$ cat src/rtl/centered_moving_average_edges_defines.svh
// Assertion macros for the centered moving average block.
// Included by the modules that carry concurrent checks; depends on nothing.
`ifndef CENTERED_MOVING_AVERAGE_EDGES_DEFINES_SVH
`define CENTERED_MOVING_AVERAGE_EDGES_DEFINES_SVH

// same-cycle implication, disabled while reset is asserted
`define CMAE_ASSERT_IMPLY(lbl, clk, rst_n, ante, cons, msg) \
	lbl: assert property (@(posedge clk) disable iff (!rst_n) (ante) |-> (cons)) \
		else $error(msg);

// next-cycle implication, disabled while reset is asserted
`define CMAE_ASSERT_NEXT(lbl, clk, rst_n, ante, cons, msg) \
	lbl: assert property (@(posedge clk) disable iff (!rst_n) (ante) |=> (cons)) \
		else $error(msg);

`endif

$ cat src/rtl/cmae_pkg.sv
// Shared types and constants of the centered moving average block.
// No dependencies; used by the top level for port types and field widths.
package cmae_pkg;

	// defaults for the top-level parameters
	localparam int MAX_WINDOW_DEF  = 31;
	localparam int SAMPLE_BITS_DEF = 16;

	// fixed field widths of the transactions and the register
	localparam int SAMPLE_W = 16;
	localparam int IDX_W    = 16;
	localparam int WIN_W    = 5;

	localparam logic [WIN_W-1:0] WIN_RESET = 5'd5;
	localparam logic [IDX_W-1:0] COUNT_MAX = 16'hFFFF;

	// input transaction
	typedef struct packed {
		logic [SAMPLE_W-1:0] sample;
		logic                last_sample;
	} in_item_t;

	// output transaction
	typedef struct packed {
		logic [SAMPLE_W-1:0] smoothed;
		logic [IDX_W-1:0]    out_index;
		logic                frame_done;
		logic                short_frame;
	} out_item_t;

endpackage

$ cat src/rtl/cmae_div.sv
// Iterative restoring divider, one quotient bit per cycle.
// Stand-alone; instantiated by the centered moving average top level.
module cmae_div #(
	parameter int DVD_W = 21,
	parameter int DVS_W = 5
) (
	input  logic             clk,
	input  logic             arst_n,
	input  logic             start,
	input  logic [DVD_W-1:0] dividend,
	input  logic [DVS_W-1:0] divisor,
	output logic             done,
	output logic [DVD_W-1:0] quotient
);

	localparam int CNT_W = $clog2(DVD_W + 1);

	logic             busy_q;
	logic             done_q;
	logic [CNT_W-1:0] cnt_q;
	logic [DVD_W-1:0] quo_q;
	logic [DVS_W-1:0] rem_q;
	logic [DVS_W-1:0] dvs_q;

	logic [DVS_W:0]   shifted;
	logic             ge;
	logic [DVS_W-1:0] rem_nx;

	// one restoring step: bring down the next dividend bit and try a subtract
	always_comb begin
		shifted = {rem_q, quo_q[DVD_W-1]};
		ge      = shifted >= {1'b0, dvs_q};
		rem_nx  = ge ? DVS_W'(shifted - {1'b0, dvs_q}) : shifted[DVS_W-1:0];
	end

	// step counter and completion pulse
	always_ff @(posedge clk or negedge arst_n) begin
		if (!arst_n) begin
			busy_q <= 1'b0;
			done_q <= 1'b0;
			cnt_q  <= '0;
		end else begin
			done_q <= busy_q && (cnt_q == CNT_W'(1));
			if (start) begin
				busy_q <= 1'b1;
				cnt_q  <= CNT_W'(DVD_W);
			end else if (busy_q) begin
				cnt_q <= cnt_q - CNT_W'(1);
				if (cnt_q == CNT_W'(1)) begin
					busy_q <= 1'b0;
				end
			end
		end
	end

	// quotient and partial remainder
	always_ff @(posedge clk) begin
		if (start) begin
			quo_q <= dividend;
			rem_q <= '0;
			dvs_q <= divisor;
		end else if (busy_q) begin
			quo_q <= {quo_q[DVD_W-2:0], ge};
			rem_q <= rem_nx;
		end
	end

	assign done     = done_q;
	assign quotient = quo_q;

endmodule

$ cat src/rtl/centered_moving_average_edges.sv
// Top level of the centered moving average with shrinking edge windows.
// Depends on cmae_pkg, cmae_div and centered_moving_average_edges_defines.svh.
//
//   channel  | direction | handshake          | payload
//   ---------+-----------+--------------------+----------------------------
//   in       | to block  | in_valid/in_stall  | in_data (sample, last mark)
//   out      | from block| out_valid/out_stall| out_data (average, index)
//   cfg      | to block  | cfg_we             | cfg_wdata (window length)
//
// An item sums its window from the sample ring (one read a cycle), then takes
// one pass of the shared divider per result, none for a short frame's result;
// the last sample of a frame also flushes the tail results, one pass each.
// Reset is asynchronous; no clearing pass, the fill count masks stale samples.
// A stalled output holds its result in the output register; input is taken
// again as soon as the last result of an item sits in that register.
`include "centered_moving_average_edges_defines.svh"

module centered_moving_average_edges #(
	parameter int MAX_WINDOW  = cmae_pkg::MAX_WINDOW_DEF,
	parameter int SAMPLE_BITS = cmae_pkg::SAMPLE_BITS_DEF
) (
	input  logic                         clk,
	input  logic                         arst_n,
	input  logic                         in_valid,
	output logic                         in_stall,
	input  cmae_pkg::in_item_t           in_data,
	output logic                         out_valid,
	input  logic                         out_stall,
	output cmae_pkg::out_item_t          out_data,
	input  logic                         cfg_we,
	input  logic [cmae_pkg::WIN_W-1:0]   cfg_wdata
);

	localparam int WIN_W     = cmae_pkg::WIN_W;
	localparam int IDX_W     = cmae_pkg::IDX_W;
	localparam int SMP_W     = (SAMPLE_BITS < cmae_pkg::SAMPLE_W) ? SAMPLE_BITS
	                                                            : cmae_pkg::SAMPLE_W;
	localparam int SUM_W     = SMP_W + $clog2(MAX_WINDOW + 1);
	localparam int PTR_W     = $clog2(MAX_WINDOW);
	localparam int PTR_X     = PTR_W + 1;
	localparam int PFX_DEPTH = (MAX_WINDOW + 1) / 2;
	localparam int PFX_AW    = $clog2(PFX_DEPTH);
	localparam int WX        = WIN_W + 1;
	localparam int WIN_MAXV  = (1 << WIN_W) - 1;
	localparam logic [WIN_W-1:0] WIN_LIM =
		WIN_W'((MAX_WINDOW < WIN_MAXV) ? MAX_WINDOW : WIN_MAXV);

	// sequencer states
	localparam logic [3:0] S_IDLE   = 4'd0;
	localparam logic [3:0] S_SUM    = 4'd1;
	localparam logic [3:0] S_PRE    = 4'd2;
	localparam logic [3:0] S_PDIV   = 4'd3;
	localparam logic [3:0] S_DIV    = 4'd4;
	localparam logic [3:0] S_EMIT   = 4'd5;
	localparam logic [3:0] S_TSTART = 4'd6;
	localparam logic [3:0] S_TRD0   = 4'd7;
	localparam logic [3:0] S_TRD1   = 4'd8;
	localparam logic [3:0] S_TRD2   = 4'd9;

	// control state
	logic [3:0]       state_q;
	logic [WIN_W-1:0] win_q;
	logic [IDX_W-1:0] cnt_q;
	logic [PTR_W-1:0] head_q;
	logic             tail_q;
	logic [WIN_W-1:0] iss_q;
	logic             acc_vld_s1;
	logic             out_valid_q;

	// item and result registers
	logic [IDX_W-1:0]          idx_q;
	logic                      last_q;
	logic [WIN_W-1:0]          w_q;
	logic [SUM_W-1:0]          acc_q;
	logic [SUM_W-1:0]          tsum_q;
	logic [WIN_W-1:0]          age_s1;
	logic [WIN_W-2:0]          j_q;
	logic [PFX_AW-1:0]         m_q;
	logic [cmae_pkg::SAMPLE_W-1:0] res_val_q;
	logic [IDX_W-1:0]          res_idx_q;
	logic                      res_done_q;
	logic                      res_short_q;
	cmae_pkg::out_item_t       out_q;

	// memories and their read data
	logic [SMP_W-1:0] smp_mem [MAX_WINDOW];
	logic [SUM_W-1:0] pfx_mem [PFX_DEPTH];
	logic [SMP_W-1:0] smp_rd_q;
	logic [SUM_W-1:0] pfx_rd_q;

	// combinational
	logic             in_acc;
	logic             out_load;
	logic [WIN_W-1:0] win_clamp;
	logic [WIN_W-1:0] eff_w;
	logic [PTR_W-1:0] head_nx;
	logic [IDX_W-1:0] cnt_nx;
	logic [WIN_W-2:0] lr;
	logic [WIN_W-1:0] w_m1;
	logic [WIN_W-2:0] j_m1;
	logic [IDX_W-1:0] idx_lr;
	logic             is_short;
	logic             is_interior;
	logic             emit_main;
	logic             rd_en;
	logic [WIN_W-1:0] rd_age;
	logic [SUM_W-1:0] acc_add;
	logic             tail_hit;
	logic [SUM_W-1:0] tsum_sub;
	logic             pfx_we;
	logic             pfx_re;
	logic             div_start;
	logic [SUM_W-1:0] div_dvd;
	logic [WIN_W-1:0] div_dvs;
	logic             div_done;
	logic [SUM_W-1:0] div_quo;

	// ring address of the sample that is age entries older than the newest
	function automatic logic [PTR_W-1:0] age_addr(input logic [PTR_W-1:0] head,
	                                               input logic [WIN_W-1:0] age);
		logic [PTR_X-1:0] h;
		logic [PTR_X-1:0] a;
		h = {1'b0, head};
		a = PTR_X'(age);
		if (h >= a) begin
			return PTR_W'(h - a);
		end
		return PTR_W'(h + PTR_X'(MAX_WINDOW) - a);
	endfunction

	// handshakes
	assign in_stall  = (state_q != S_IDLE);
	assign in_acc    = in_valid && !in_stall;
	assign out_load  = (state_q == S_EMIT) && (!out_valid_q || !out_stall);
	assign out_valid = out_valid_q;
	assign out_data  = out_q;

	// effective odd window from the register
	always_comb begin
		win_clamp = (win_q > WIN_LIM) ? WIN_LIM : win_q;
		if (win_clamp[0]) begin
			eff_w = win_clamp;
		end else if (win_clamp == '0) begin
			eff_w = WIN_W'(1);
		end else begin
			eff_w = win_clamp - WIN_W'(1);
		end
	end

	// ring pointer, fill count and per-item decisions
	always_comb begin
		head_nx     = (head_q == PTR_W'(MAX_WINDOW - 1)) ? '0 : head_q + PTR_W'(1);
		cnt_nx      = (cnt_q == cmae_pkg::COUNT_MAX) ? cnt_q : cnt_q + IDX_W'(1);
		lr          = w_q[WIN_W-1:1];
		w_m1        = w_q - WIN_W'(1);
		j_m1        = j_q - (WIN_W-1)'(1);
		idx_lr      = idx_q - IDX_W'(lr);
		is_short    = last_q && (idx_q < IDX_W'(w_m1));
		is_interior = !(idx_q < IDX_W'(w_m1));
		emit_main   = idx_q >= IDX_W'(lr);
	end

	// sample ring read port select
	always_comb begin
		rd_en  = 1'b0;
		rd_age = iss_q;
		unique case (state_q)
			S_SUM: begin
				rd_en  = iss_q < w_q;
				rd_age = iss_q;
			end
			S_TRD0: begin
				rd_en  = 1'b1;
				rd_age = {j_m1, 1'b0};
			end
			S_TRD1: begin
				rd_en  = 1'b1;
				rd_age = {j_m1, 1'b0} - WIN_W'(1);
			end
			default: begin
				rd_en  = 1'b0;
				rd_age = iss_q;
			end
		endcase
	end

	// window accumulation; samples beyond the fill count read as zero
	// the first tail sum covers the newest W-2 samples
	always_comb begin
		acc_add  = acc_q + ((IDX_W'(age_s1) < cnt_q) ? SUM_W'(smp_rd_q) : '0);
		tail_hit = acc_vld_s1 && (WX'(age_s1) + WX'(3) == WX'(w_q));
		tsum_sub = tsum_q - SUM_W'(smp_rd_q);
	end

	// prefix store access; the read address always lies below the one written
	always_comb begin
		pfx_we = (state_q == S_PRE) && (idx_q < IDX_W'(w_q)) && !idx_q[0] &&
		         ((idx_q >> 1) < IDX_W'(PFX_DEPTH));
		pfx_re = (state_q == S_PRE) && !is_short && emit_main && !is_interior;
	end

	// divider launch select
	always_comb begin
		div_start = 1'b0;
		div_dvd   = acc_q;
		div_dvs   = w_q;
		unique case (state_q)
			S_PRE: begin
				div_start = !is_short && emit_main && is_interior;
				div_dvd   = acc_q;
				div_dvs   = w_q;
			end
			S_PDIV: begin
				div_start = 1'b1;
				div_dvd   = pfx_rd_q;
				div_dvs   = WIN_W'({m_q, 1'b1});
			end
			S_TSTART: begin
				div_start = 1'b1;
				div_dvd   = tsum_q;
				div_dvs   = {j_m1, 1'b1};
			end
			default: begin
				div_start = 1'b0;
				div_dvd   = acc_q;
				div_dvs   = w_q;
			end
		endcase
	end

	cmae_div #(
		.DVD_W (SUM_W),
		.DVS_W (WIN_W)
	) u_div (
		.clk      (clk),
		.arst_n   (arst_n),
		.start    (div_start),
		.dividend (div_dvd),
		.divisor  (div_dvs),
		.done     (div_done),
		.quotient (div_quo)
	);

	// sample ring: written on accept, one registered read a cycle
	always_ff @(posedge clk) begin
		if (in_acc) begin
			smp_mem[head_nx] <= in_data.sample[SMP_W-1:0];
		end
		if (rd_en) begin
			smp_rd_q <= smp_mem[age_addr(head_q, rd_age)];
		end
	end

	// prefix sums of the frame start
	always_ff @(posedge clk) begin
		if (pfx_we) begin
			pfx_mem[idx_q[PFX_AW:1]] <= acc_q;
		end
		if (pfx_re) begin
			pfx_rd_q <= pfx_mem[idx_lr[PFX_AW-1:0]];
		end
	end

	// sequencer and control state
	always_ff @(posedge clk or negedge arst_n) begin
		if (!arst_n) begin
			state_q     <= S_IDLE;
			win_q       <= cmae_pkg::WIN_RESET;
			cnt_q       <= '0;
			head_q      <= '0;
			tail_q      <= 1'b0;
			iss_q       <= '0;
			acc_vld_s1  <= 1'b0;
			out_valid_q <= 1'b0;
		end else begin
			if (cfg_we) begin
				win_q <= cfg_wdata;
			end
			if (out_load) begin
				out_valid_q <= 1'b1;
			end else if (!out_stall) begin
				out_valid_q <= 1'b0;
			end
			acc_vld_s1 <= (state_q == S_SUM) && rd_en;
			unique case (state_q)
				S_IDLE: begin
					if (in_acc) begin
						cnt_q   <= cnt_nx;
						head_q  <= head_nx;
						tail_q  <= 1'b0;
						iss_q   <= '0;
						state_q <= S_SUM;
					end
				end
				S_SUM: begin
					if (rd_en) begin
						iss_q <= iss_q + WIN_W'(1);
					end else if (!acc_vld_s1) begin
						state_q <= S_PRE;
					end
				end
				S_PRE: begin
					if (is_short) begin
						state_q <= S_EMIT;
					end else if (emit_main) begin
						state_q <= is_interior ? S_DIV : S_PDIV;
					end else begin
						if (last_q) begin
							cnt_q <= '0;
						end
						state_q <= S_IDLE;
					end
				end
				S_PDIV: begin
					state_q <= S_DIV;
				end
				S_DIV: begin
					if (div_done) begin
						state_q <= S_EMIT;
					end
				end
				S_EMIT: begin
					if (out_load) begin
						if (res_done_q) begin
							cnt_q   <= '0;
							tail_q  <= 1'b0;
							state_q <= S_IDLE;
						end else if (tail_q) begin
							state_q <= S_TRD0;
						end else if (last_q) begin
							tail_q  <= 1'b1;
							state_q <= S_TSTART;
						end else begin
							state_q <= S_IDLE;
						end
					end
				end
				S_TSTART: begin
					state_q <= S_DIV;
				end
				S_TRD0: begin
					state_q <= S_TRD1;
				end
				S_TRD1: begin
					state_q <= S_TRD2;
				end
				S_TRD2: begin
					state_q <= S_TSTART;
				end
				default: begin
					state_q <= S_IDLE;
				end
			endcase
		end
	end

	// item, sum and result registers
	always_ff @(posedge clk) begin
		age_s1 <= iss_q;
		if (acc_vld_s1) begin
			acc_q <= acc_add;
			if (tail_hit) begin
				tsum_q <= acc_add;
			end
		end
		unique case (state_q)
			S_IDLE: begin
				if (in_acc) begin
					idx_q  <= cnt_q;
					last_q <= in_data.last_sample;
					w_q    <= eff_w;
					acc_q  <= '0;
				end
			end
			S_PRE: begin
				m_q <= idx_lr[PFX_AW-1:0];
				if (is_short) begin
					res_val_q   <= '0;
					res_idx_q   <= '0;
					res_done_q  <= 1'b1;
					res_short_q <= 1'b1;
				end else begin
					res_idx_q   <= idx_lr;
					res_done_q  <= last_q && (lr == '0);
					res_short_q <= 1'b0;
				end
			end
			S_DIV: begin
				if (div_done) begin
					res_val_q <= cmae_pkg::SAMPLE_W'(div_quo);
				end
			end
			S_EMIT: begin
				if (out_load) begin
					out_q.smoothed    <= res_val_q;
					out_q.out_index   <= res_idx_q;
					out_q.frame_done  <= res_done_q;
					out_q.short_frame <= res_short_q;
					if (!res_done_q && !tail_q && last_q) begin
						j_q <= lr;
					end
				end
			end
			S_TSTART: begin
				res_idx_q   <= idx_q - IDX_W'(j_m1);
				res_done_q  <= (j_q == (WIN_W-1)'(1));
				res_short_q <= 1'b0;
			end
			S_TRD1: begin
				tsum_q <= tsum_sub;
			end
			S_TRD2: begin
				tsum_q <= tsum_sub;
				j_q    <= j_m1;
			end
			default: begin
			end
		endcase
	end

	// checks on the sequencer
	`CMAE_ASSERT_NEXT(a_accept_sums, clk, arst_n, in_acc, state_q == S_SUM, "accepted transaction did not start the window sum")
	`CMAE_ASSERT_IMPLY(a_div_done_waits, clk, arst_n, div_done, state_q == S_DIV, "divider finished outside the wait state")
	`CMAE_ASSERT_NEXT(a_frame_end_clears, clk, arst_n, out_load && res_done_q, cnt_q == '0 && state_q == S_IDLE, "frame end did not clear the fill count")
	`CMAE_ASSERT_IMPLY(a_short_is_final, clk, arst_n, out_valid_q && out_q.short_frame, out_q.frame_done && out_q.smoothed == '0, "short frame result malformed")
	`CMAE_ASSERT_IMPLY(a_tail_count, clk, arst_n, tail_q && state_q != S_IDLE, j_q != '0, "tail flush ran past its last output")

endmodule
$ cat config.mk
export PLATFORM = sky130hd
export DESIGN_NAME = centered_moving_average_edges
export DESIGN_NICKNAME = d
export VERILOG_FILES = /design/src/rtl/cmae_pkg.sv /design/src/rtl/cmae_div.sv /design/src/rtl/centered_moving_average_edges.sv
export VERILOG_INCLUDE_DIRS = /design/src /design/src/rtl
export SDC_FILE = /design/constraint.sdc
export NUM_CORES = 1
export LEC_CHECK = 0
export ABC_AREA = 1
export BUFFER_PORTS_ARGS = -buffer_cell sky130_fd_sc_hd__buf_2
export CELL_PAD_IN_SITES_DETAIL_PLACEMENT = 2
export CELL_PAD_IN_SITES_GLOBAL_PLACEMENT = 2
export CORE_MARGIN = 1
export CORE_UTILIZATION = 39
export CTS_BUF_LIST = sky130_fd_sc_hd__clkbuf_16
export DETAILED_ROUTE_END_ITERATION = 8
export GPL_ROUTABILITY_DRIVEN = 1
export PLACE_DENSITY_LB_ADDON = 0.08
export SETUP_SLACK_MARGIN = 0.02
export SYNTH_ARGS = -nofsm -noshare
export SYNTH_HDL_FRONTEND = slang
export SYNTH_SLANG_ARGS = --single-unit
export TNS_END_PERCENT = 1
$ cat constraint.sdc
create_clock -name clk -period 3.75 [get_ports clk]
set_clock_uncertainty 0.05 [all_clocks]
set_input_delay 0.1875 -clock clk [delete_from_list [all_inputs] [get_ports clk]]
set_output_delay 0.1875 -clock clk [all_outputs]
set_load 0.05 [all_outputs]
After elaboration in Yosys (flattened, before gate mapping)
Memory sizes are Yosys's and may differ from the RTL's. A register that Yosys moved wholly into a read port is not among the register bits.
Cells that the tools add are included.
{"block": "op_classes", "n_addsub": 17, "mul": 0, "div_mod_pow": 0, "order_cmp": 9, "n_eq_ne": 28, "shift": 0, "muxes": 76, "bitwise": 0, "n_reduce_logical": 52}
{"op": "$mux 16", "n": 11}
{"op": "$mux 21", "n": 8}
{"op": "$pmux 16 s2", "n": 2}
{"op": "$mux 5", "n": 12}
{"op": "$pmux 16 s3", "n": 1}
{"op": "$pmux 21 s2", "n": 1}
{"op": "$pmux 4 s9", "n": 1}
{"op": "$lt 16x5->1", "n": 2}
{"op": "$sub 16x4->16", "n": 2}
{"op": "$pmux 5 s2", "n": 3}
{"op": "$mux 4", "n": 7}
{"op": "$ne 2x2->1 const B", "n": 11}
{"op": "$add 21x16->21", "n": 1}
{"op": "$sub 21x16->21", "n": 1}
{"op": "$sub 5x1->5 const B", "n": 4}
{"op": "$mux 1", "n": 18}
{"op": "$mux 3", "n": 6}
{"op": "$logic_and 1x1->1", "n": 17}
{"op": "$add 16x1->16 const B", "n": 1}
{"op": "$eq 16x16->1 const B", "n": 1}
{"op": "$eq 4x3->1 const B", "n": 4}
{"op": "$ge 16x4->1", "n": 1}
{"op": "$lt 5x16->1", "n": 1}
{"op": "$reduce_bool 2->1", "n": 8}
{"op": "30 further kinds", "n": 58}
{"block": "word_totals", "ff_bits": 221, "latchBits": 0, "ramBits": 832, "mem_bits_ro": 0, "out_inout_bits": 36, "wordCells": 215, "memories": 2}
{"name": "smp_mem", "depth": 31, "width": 16, "read_ports": 1, "rd_clocked_by_memory_dff": 1, "wr": 1, "line": "centered_moving_average_edges.sv:86", "rtl": "logic [SMP_W-1:0] smp_mem [MAX_WINDOW];"}
{"name": "pfx_mem", "depth": 16, "width": 21, "read_ports": 1, "rd_clocked_by_memory_dff": 1, "wr": 1, "line": "centered_moving_average_edges.sv:87", "rtl": "logic [SUM_W-1:0] pfx_mem [PFX_DEPTH];"}

Depth between registers and ports, before layout
{"block": "depth", "depth_word": 8, "mapped_depth": 26, "ltp_nobuf": 26}

Hierarchy
Synthesis repeated with hierarchy kept, for this count alone.
{"block": "unflattened", "cells_unflattened": 4649, "hier_area_um2": 49422.4}
{"module": "centered_moving_average_edges", "n_inst": 1, "cells_per_inst": 4447, "area_per_inst_um2": 47565.6, "seq_area_each_um2": 31142.4}
{"module": "cmae_div", "n_inst": 1, "cells_per_inst": 202, "area_per_inst_um2": 1856.8, "seq_area_each_um2": 1056.0}

Worst setup path after synthesis
No wires, ideal clock.
{"block": "synth_timing", "path_kind": "register to register", "from": "reg age_s1[0]", "to": "reg tsum_q[0] (enable)", "setup_ns": 0.459, "arrival_time_ns": 3.279, "t_required_ns": 3.241, "setup_slack_ns": -0.038, "path_stages_with_launch": 7, "n_path_buf": 0, "path_cell_list": "dfxtp_1 > inv_1 > ha_1 > nor2_1 > xor2_1 > a21oi_1 > o41ai_1"}
{"block": "synth_between", "elab_chain_len": 5}
{"element": "start: declaration", "line": "centered_moving_average_edges.sv:76", "rtl": "logic [WIN_W-1:0] age_s1;"}
{"element": "start signal: assignment", "line": "centered_moving_average_edges.sv:359", "rtl": "age_s1 <= iss_q;"}
{"element": "$add 5x2->6", "line": "centered_moving_average_edges.sv:191", "rtl": "tail_hit = acc_vld_s1 && (WX'(age_s1) + WX'(3) == WX'(w_q));"}
{"element": "$eq 6x5->1", "line": "centered_moving_average_edges.sv:191"}
{"element": "$logic_and 1x1->1", "line": "centered_moving_average_edges.sv:191"}
{"element": "$reduce_bool 2->1 (no source line)"}
{"element": "$reduce_and 2->1 (no source line)"}
{"element": "end signal: assignment", "line": "centered_moving_average_edges.sv:410", "rtl": "tsum_q <= tsum_sub;"}
{"element": "end signal: assignment", "line": "centered_moving_average_edges.sv:413", "rtl": "tsum_q <= tsum_sub;"}
{"element": "end: declaration", "line": "centered_moving_average_edges.sv:75", "rtl": "logic [SUM_W-1:0] tsum_q;"}
Every way passes these cells.
A chain may end at the register's enable or synchronous reset.

Worst setup path in the final report
{"block": "layout_timing", "from": "reg j_q[0]", "to": "reg smp_rd_q[10], read port of smp_mem, data pin"}
{"block": "layout_between", "elab_chain_len": 8, "elab_cells_between_ends": 11, "cone_classes": "add/sub (4); order compare (1); mux (6)"}
{"element": "start: declaration", "line": "centered_moving_average_edges.sv:77", "rtl": "logic [WIN_W-2:0] j_q;"}
{"element": "start signal: assignment", "line": "centered_moving_average_edges.sv:400", "rtl": "j_q <= lr;"}
{"element": "start signal: assignment", "line": "centered_moving_average_edges.sv:414", "rtl": "j_q <= j_m1;"}
{"element": "$sub 4x1->4 *", "line": "centered_moving_average_edges.sv:156", "rtl": "j_m1 = j_q - (WIN_W-1)'(1);"}
{"element": "$sub 5x1->5", "line": "centered_moving_average_edges.sv:178", "rtl": "rd_age = {j_m1, 1'b0} - WIN_W'(1);"}
{"element": "$pmux 5 s2 *", "line": "centered_moving_average_edges.sv:167", "rtl": "unique case (state_q)"}
{"element": "$ge 5x5->1", "line": "centered_moving_average_edges.sv:125", "rtl": "if (h >= a) begin"}
{"element": "$mux 1", "line": "centered_moving_average_edges.sv:125"}
{"element": "$mux 1", "line": "centered_moving_average_edges.sv:249", "rtl": "if (rd_en) begin"}
{"element": "$mux 5 *", "line": "centered_moving_average_edges.sv:128", "rtl": "return PTR_W'(h + PTR_X'(MAX_WINDOW) - a);"}
{"element": "$mux 5 *", "line": "centered_moving_average_edges.sv:249"}
{"element": "end: declaration", "line": "centered_moving_average_edges.sv:88", "rtl": "logic [SMP_W-1:0] smp_rd_q;"}
Mark *: on every way between the ends. The rest lies on a longest branch, timed or not. The select of a mux whose other input is x is not followed.

==> results.json <==
{
  "cp_cell_sequence": "inv_2 -> ha_4 -> xnor2_4 -> inv_2 -> nor2_2 -> buf_4 -> a311o_1 -> o21ai_2 -> ha_4 -> buf_6 -> a21oi_4 -> buf_12 -> buf_6 -> nand3_4 -> nand2_8 -> buf_12 -> bufbuf_16 -> nand2_1 -> nand3_1 -> nand3_1 -> nand3_2 -> nand2_1 -> nand2_1 -> nand2_1",
  "synth_area_um2": 49200,
  "dp_hpwl_mm": 110.9,
  "dr_total_vias": 36750,
  "cap_violations": 0,
  "end_kind": "register",
  "gp_congestion": 0.8112,
  "crit_type": "register to register",
  "clkSinkCount": 1090,
  "viasPerCell": 5.471,
  "reg2reg_to": "smp_rd_q[10]$_DFFE_PP_",
  "clkLatencyLatePin_ns": 0.76,
  "grt-ovfl-total": 0,
  "start_util_pct": 39.53,
  "min_path_type": "input pin to register",
  "slew_violations": 0,
  "start_kind": "register",
  "drt_pre_antenna_iters": 5,
  "cts_root_buf": "clkbuf_16",
  "hold_slack_ns": 0.03225,
  "antenna_left": 0,
  "cp.arrival_ns": 4.28,
  "ys_warn_count": 0,
  "relSlewSlack_pct": 32.77,
  "min_period_over_period_pct": 103.1,
  "rsz0062_at_grt": "true",
  "fin_nets": 5096,
  "avgSynthCellArea_um2": 10.73,
  "synth_nets": 4694,
  "cts.path.max_buffers": 3,
  "antenna_found_initial": 2,
  "final_cells": 6717,
  "htreeDepth": 3,
  "postRouteWirelength_mm": 177.0,
  "hold_end": "smp_mem[23][12]$_DFFE_PP_",
  "finalSetupViolations": 16,
  "antenna_cells": 0,
  "std_cell_rows": 129,
  "ys_ff_latch": 1090,
  "die_h_um": 357.2,
  "setup_slack_ns": -0.1166,
  "final_util_pct": 48.17,
  "drive_gt1_share_pct": 16.71,
  "cpPeakStageDelay_ns": 0.41,
  "crit_path_frequent_cell": "nand2_1",
  "core_area_um2": 124400,
  "crit_buf_inv": 8,
  "reg2reg_slack_ns": -0.12,
  "hold-path-cell-count": 1,
  "violations": "setup timing",
  "num_io_pins": 63,
  "synthFlopType": "edfxtp_1",
  "grt_max_degree": 97,
  "layout_common_cells": "edfxtp_1, nand2_1, inv_1",
  "path_delay_family": "buffers and inverters",
  "hp-start": "in_data[13]",
  "max_freq_ghz": 0.2586,
  "netlist-cell-type-count": 57,
  "tritoncts": "done",
  "r2r-start": "j_q[0]$_DFFE_PP_",
  "period_needed_ns": 3.867,
  "drt-initial-drc-count": 2332,
  "syn_inst": 4583,
  "grt_pass1_vias": 39950,
  "yosysSeqAreaShare_pct": 65.45,
  "critPathRequiredTime_ns": 4.16,
  "grt_pass1_wl_mm": 257.1,
  "syn_to_final_growth_pct": 21.85,
  "portBuffers": 62,
  "tightest_slew_ns": 1.007,
  "dp_cells": 6414,
  "final_hold_viol_count": 0,
  "route.detailed.drc": 0,
  "crit_slowest_cell": "edfxtp_1",
  "synth_edf_count": 1014,
  "status": "finished with violations",
  "grt_util_all_layers_pct": 27.19,
  "nFillCells": 12480,
  "layout_commonest_cell": "edfxtp_1",
  "wl_per_cell_um": 26.35,
  "die_x_um": 357.2,
  "numCtsBuffers": 121,
  "rr_worst_depth": 24,
  "clk_pin_slew_ns": 0.06,
  "path_max_fanout": 7,
  "die_area_um2": 127600,
  "synthArstFlopShare_pct": 4.128
}
==> flip-flops by register name, indices dropped and copies added (netlist names), 21 cells and up <==
| signal | flops |
|---|---|
| acc_q | 21 |
| out_data | 34 |
| smp_mem | 496 |
| pfx_mem | 336 |
| u_div.quotient | 21 |
| pfx_rd_q | 21 |
| tsum_q | 21 |
==> synth_stat cells (10+ instances only) <==
| cell | count | area [µm²] |
|---|---|---|
| a21oi_1 | 139 | 695.7 |
| o21bai_1 | 10 | 75.07 |
| xnor2_1 | 17 | 148.9 |
| mux2i_1 | 45 | 450.4 |
| nand3_1 | 612 | 3063 |
| buf_2 | 76 | 380.4 |
| a32oi_1 | 42 | 367.9 |
| ha_1 | 77 | 963.4 |
| or2_2 | 18 | 112.6 |
| o21ai_0 | 203 | 1016 |
| dfrtp_1 | 43 | 1076 |
| dfxtp_1 | 31 | 620.6 |
| xor2_1 | 48 | 420.4 |
| buf_4 | 19 | 142.6 |
| o21ai_1 | 21 | 105.1 |
| clkbuf_1 | 101 | 379.1 |
| inv_1 | 631 | 2369 |
| nor2_1 | 246 | 923.4 |
| nand3b_1 | 16 | 120.1 |
| nor3_1 | 16 | 80.08 |
| nor4_1 | 10 | 62.56 |
| o221ai_1 | 49 | 429.2 |
| o211ai_1 | 37 | 277.8 |
| nand2_1 | 942 | 3536 |
| edfxtp_1 | 1014 | 30450 |
| nand4_1 | 22 | 137.6 |
| buf_1 | 14 | 52.55 |
==> kinds of logic after synthesis <==
logic type                 after synthesis  share of synthesized area, %
AOI/OAI and AO/OA                      535                         6.554
xor gates and xnor gates                65                         1.157
adders and majority gates               84                         2.243
buffers and inverters                  856                         6.930
DFF                                   1090                         65.45
muxes                                   46                        0.9384
other                                    1                      0.007622
and+or+nand+nor                       1906                         16.72
==> per-stage QoR <==
step,worst slack (ns),cell area (µm²),TNS (ns)
after global placement,-0.2962,54090,-4.876
final,-0.1166,59950,-0.9496
after CTS,-0.1091,59030,-1.415
after detailed placement,-0.4231,54090,-9.026
after global routing,-0.2847,59950,-4.631
after floorplan,0.2575,49210,0
==> what timing repair did <==
| item | 4_1_cts | 5_1_grt |
|---|---|---|
| hold buffers | 34 | 0 |
| setup endpoints to repair | 43 | 46 |
| endpoints found under the hold margin | 418 | 0 |
| pin swaps | 17 | 34 |
| cloned | 10 | 8 |
| setup buffers | 17 | 18 |
| resized for setup | 85 | 131 |
==> how the worst max path moves through the flow <==
stage | from | end | cells past startpoint
floorplan | j_q[0]$_DFFE_PP_ | smp_rd_q[10]$_DFFE_PP_ | 23
global placement | j_q[0]$_DFFE_PP_ | smp_rd_q[8]$_DFFE_PP_ | 22
detailed placement | j_q[0]$_DFFE_PP_ | smp_rd_q[1]$_DFFE_PP_ | 23
CTS | j_q[0]$_DFFE_PP_ | smp_rd_q[12]$_DFFE_PP_ | 24
global route | state_q[3]$_DFFE_PN0P_ | smp_rd_q[0]$_DFFE_PP_ | 25
finish | j_q[0]$_DFFE_PP_ | smp_rd_q[10]$_DFFE_PP_ | 24
==> area by class of cell <==
class                      instances  area, µm²  share of cell area, %
clock inverter                    96      762.0                  1.271
timing repair buffer             491       4916                  8.200
inverter                         642       2417                  4.032
sequential                      1090      32200                  53.71
tap                             1637       2048                  3.417
multi-input combinational       2639      14560                  24.28
clock buffer                     122       3053                  5.092
==> per-layer routing <==
| layer | up-vias | GRT usage [%] | share of wire [%] |
|---|---|---|---|
| met2 | 722 | 48.83 | 52 |
| met1 | 19200 | 33.77 | 41 |
| li1 | 16540 | - | - |
| met3 | 283 | 3.413 | 3.5 |
| met4 | 4 | 8.812 | 3.3 |
| met5 | - | 0 | 0.018 |
Power is left out: the tool's default activity adds up to more than one toggle a clock period on the data nets, which glitch-free logic cannot reach.
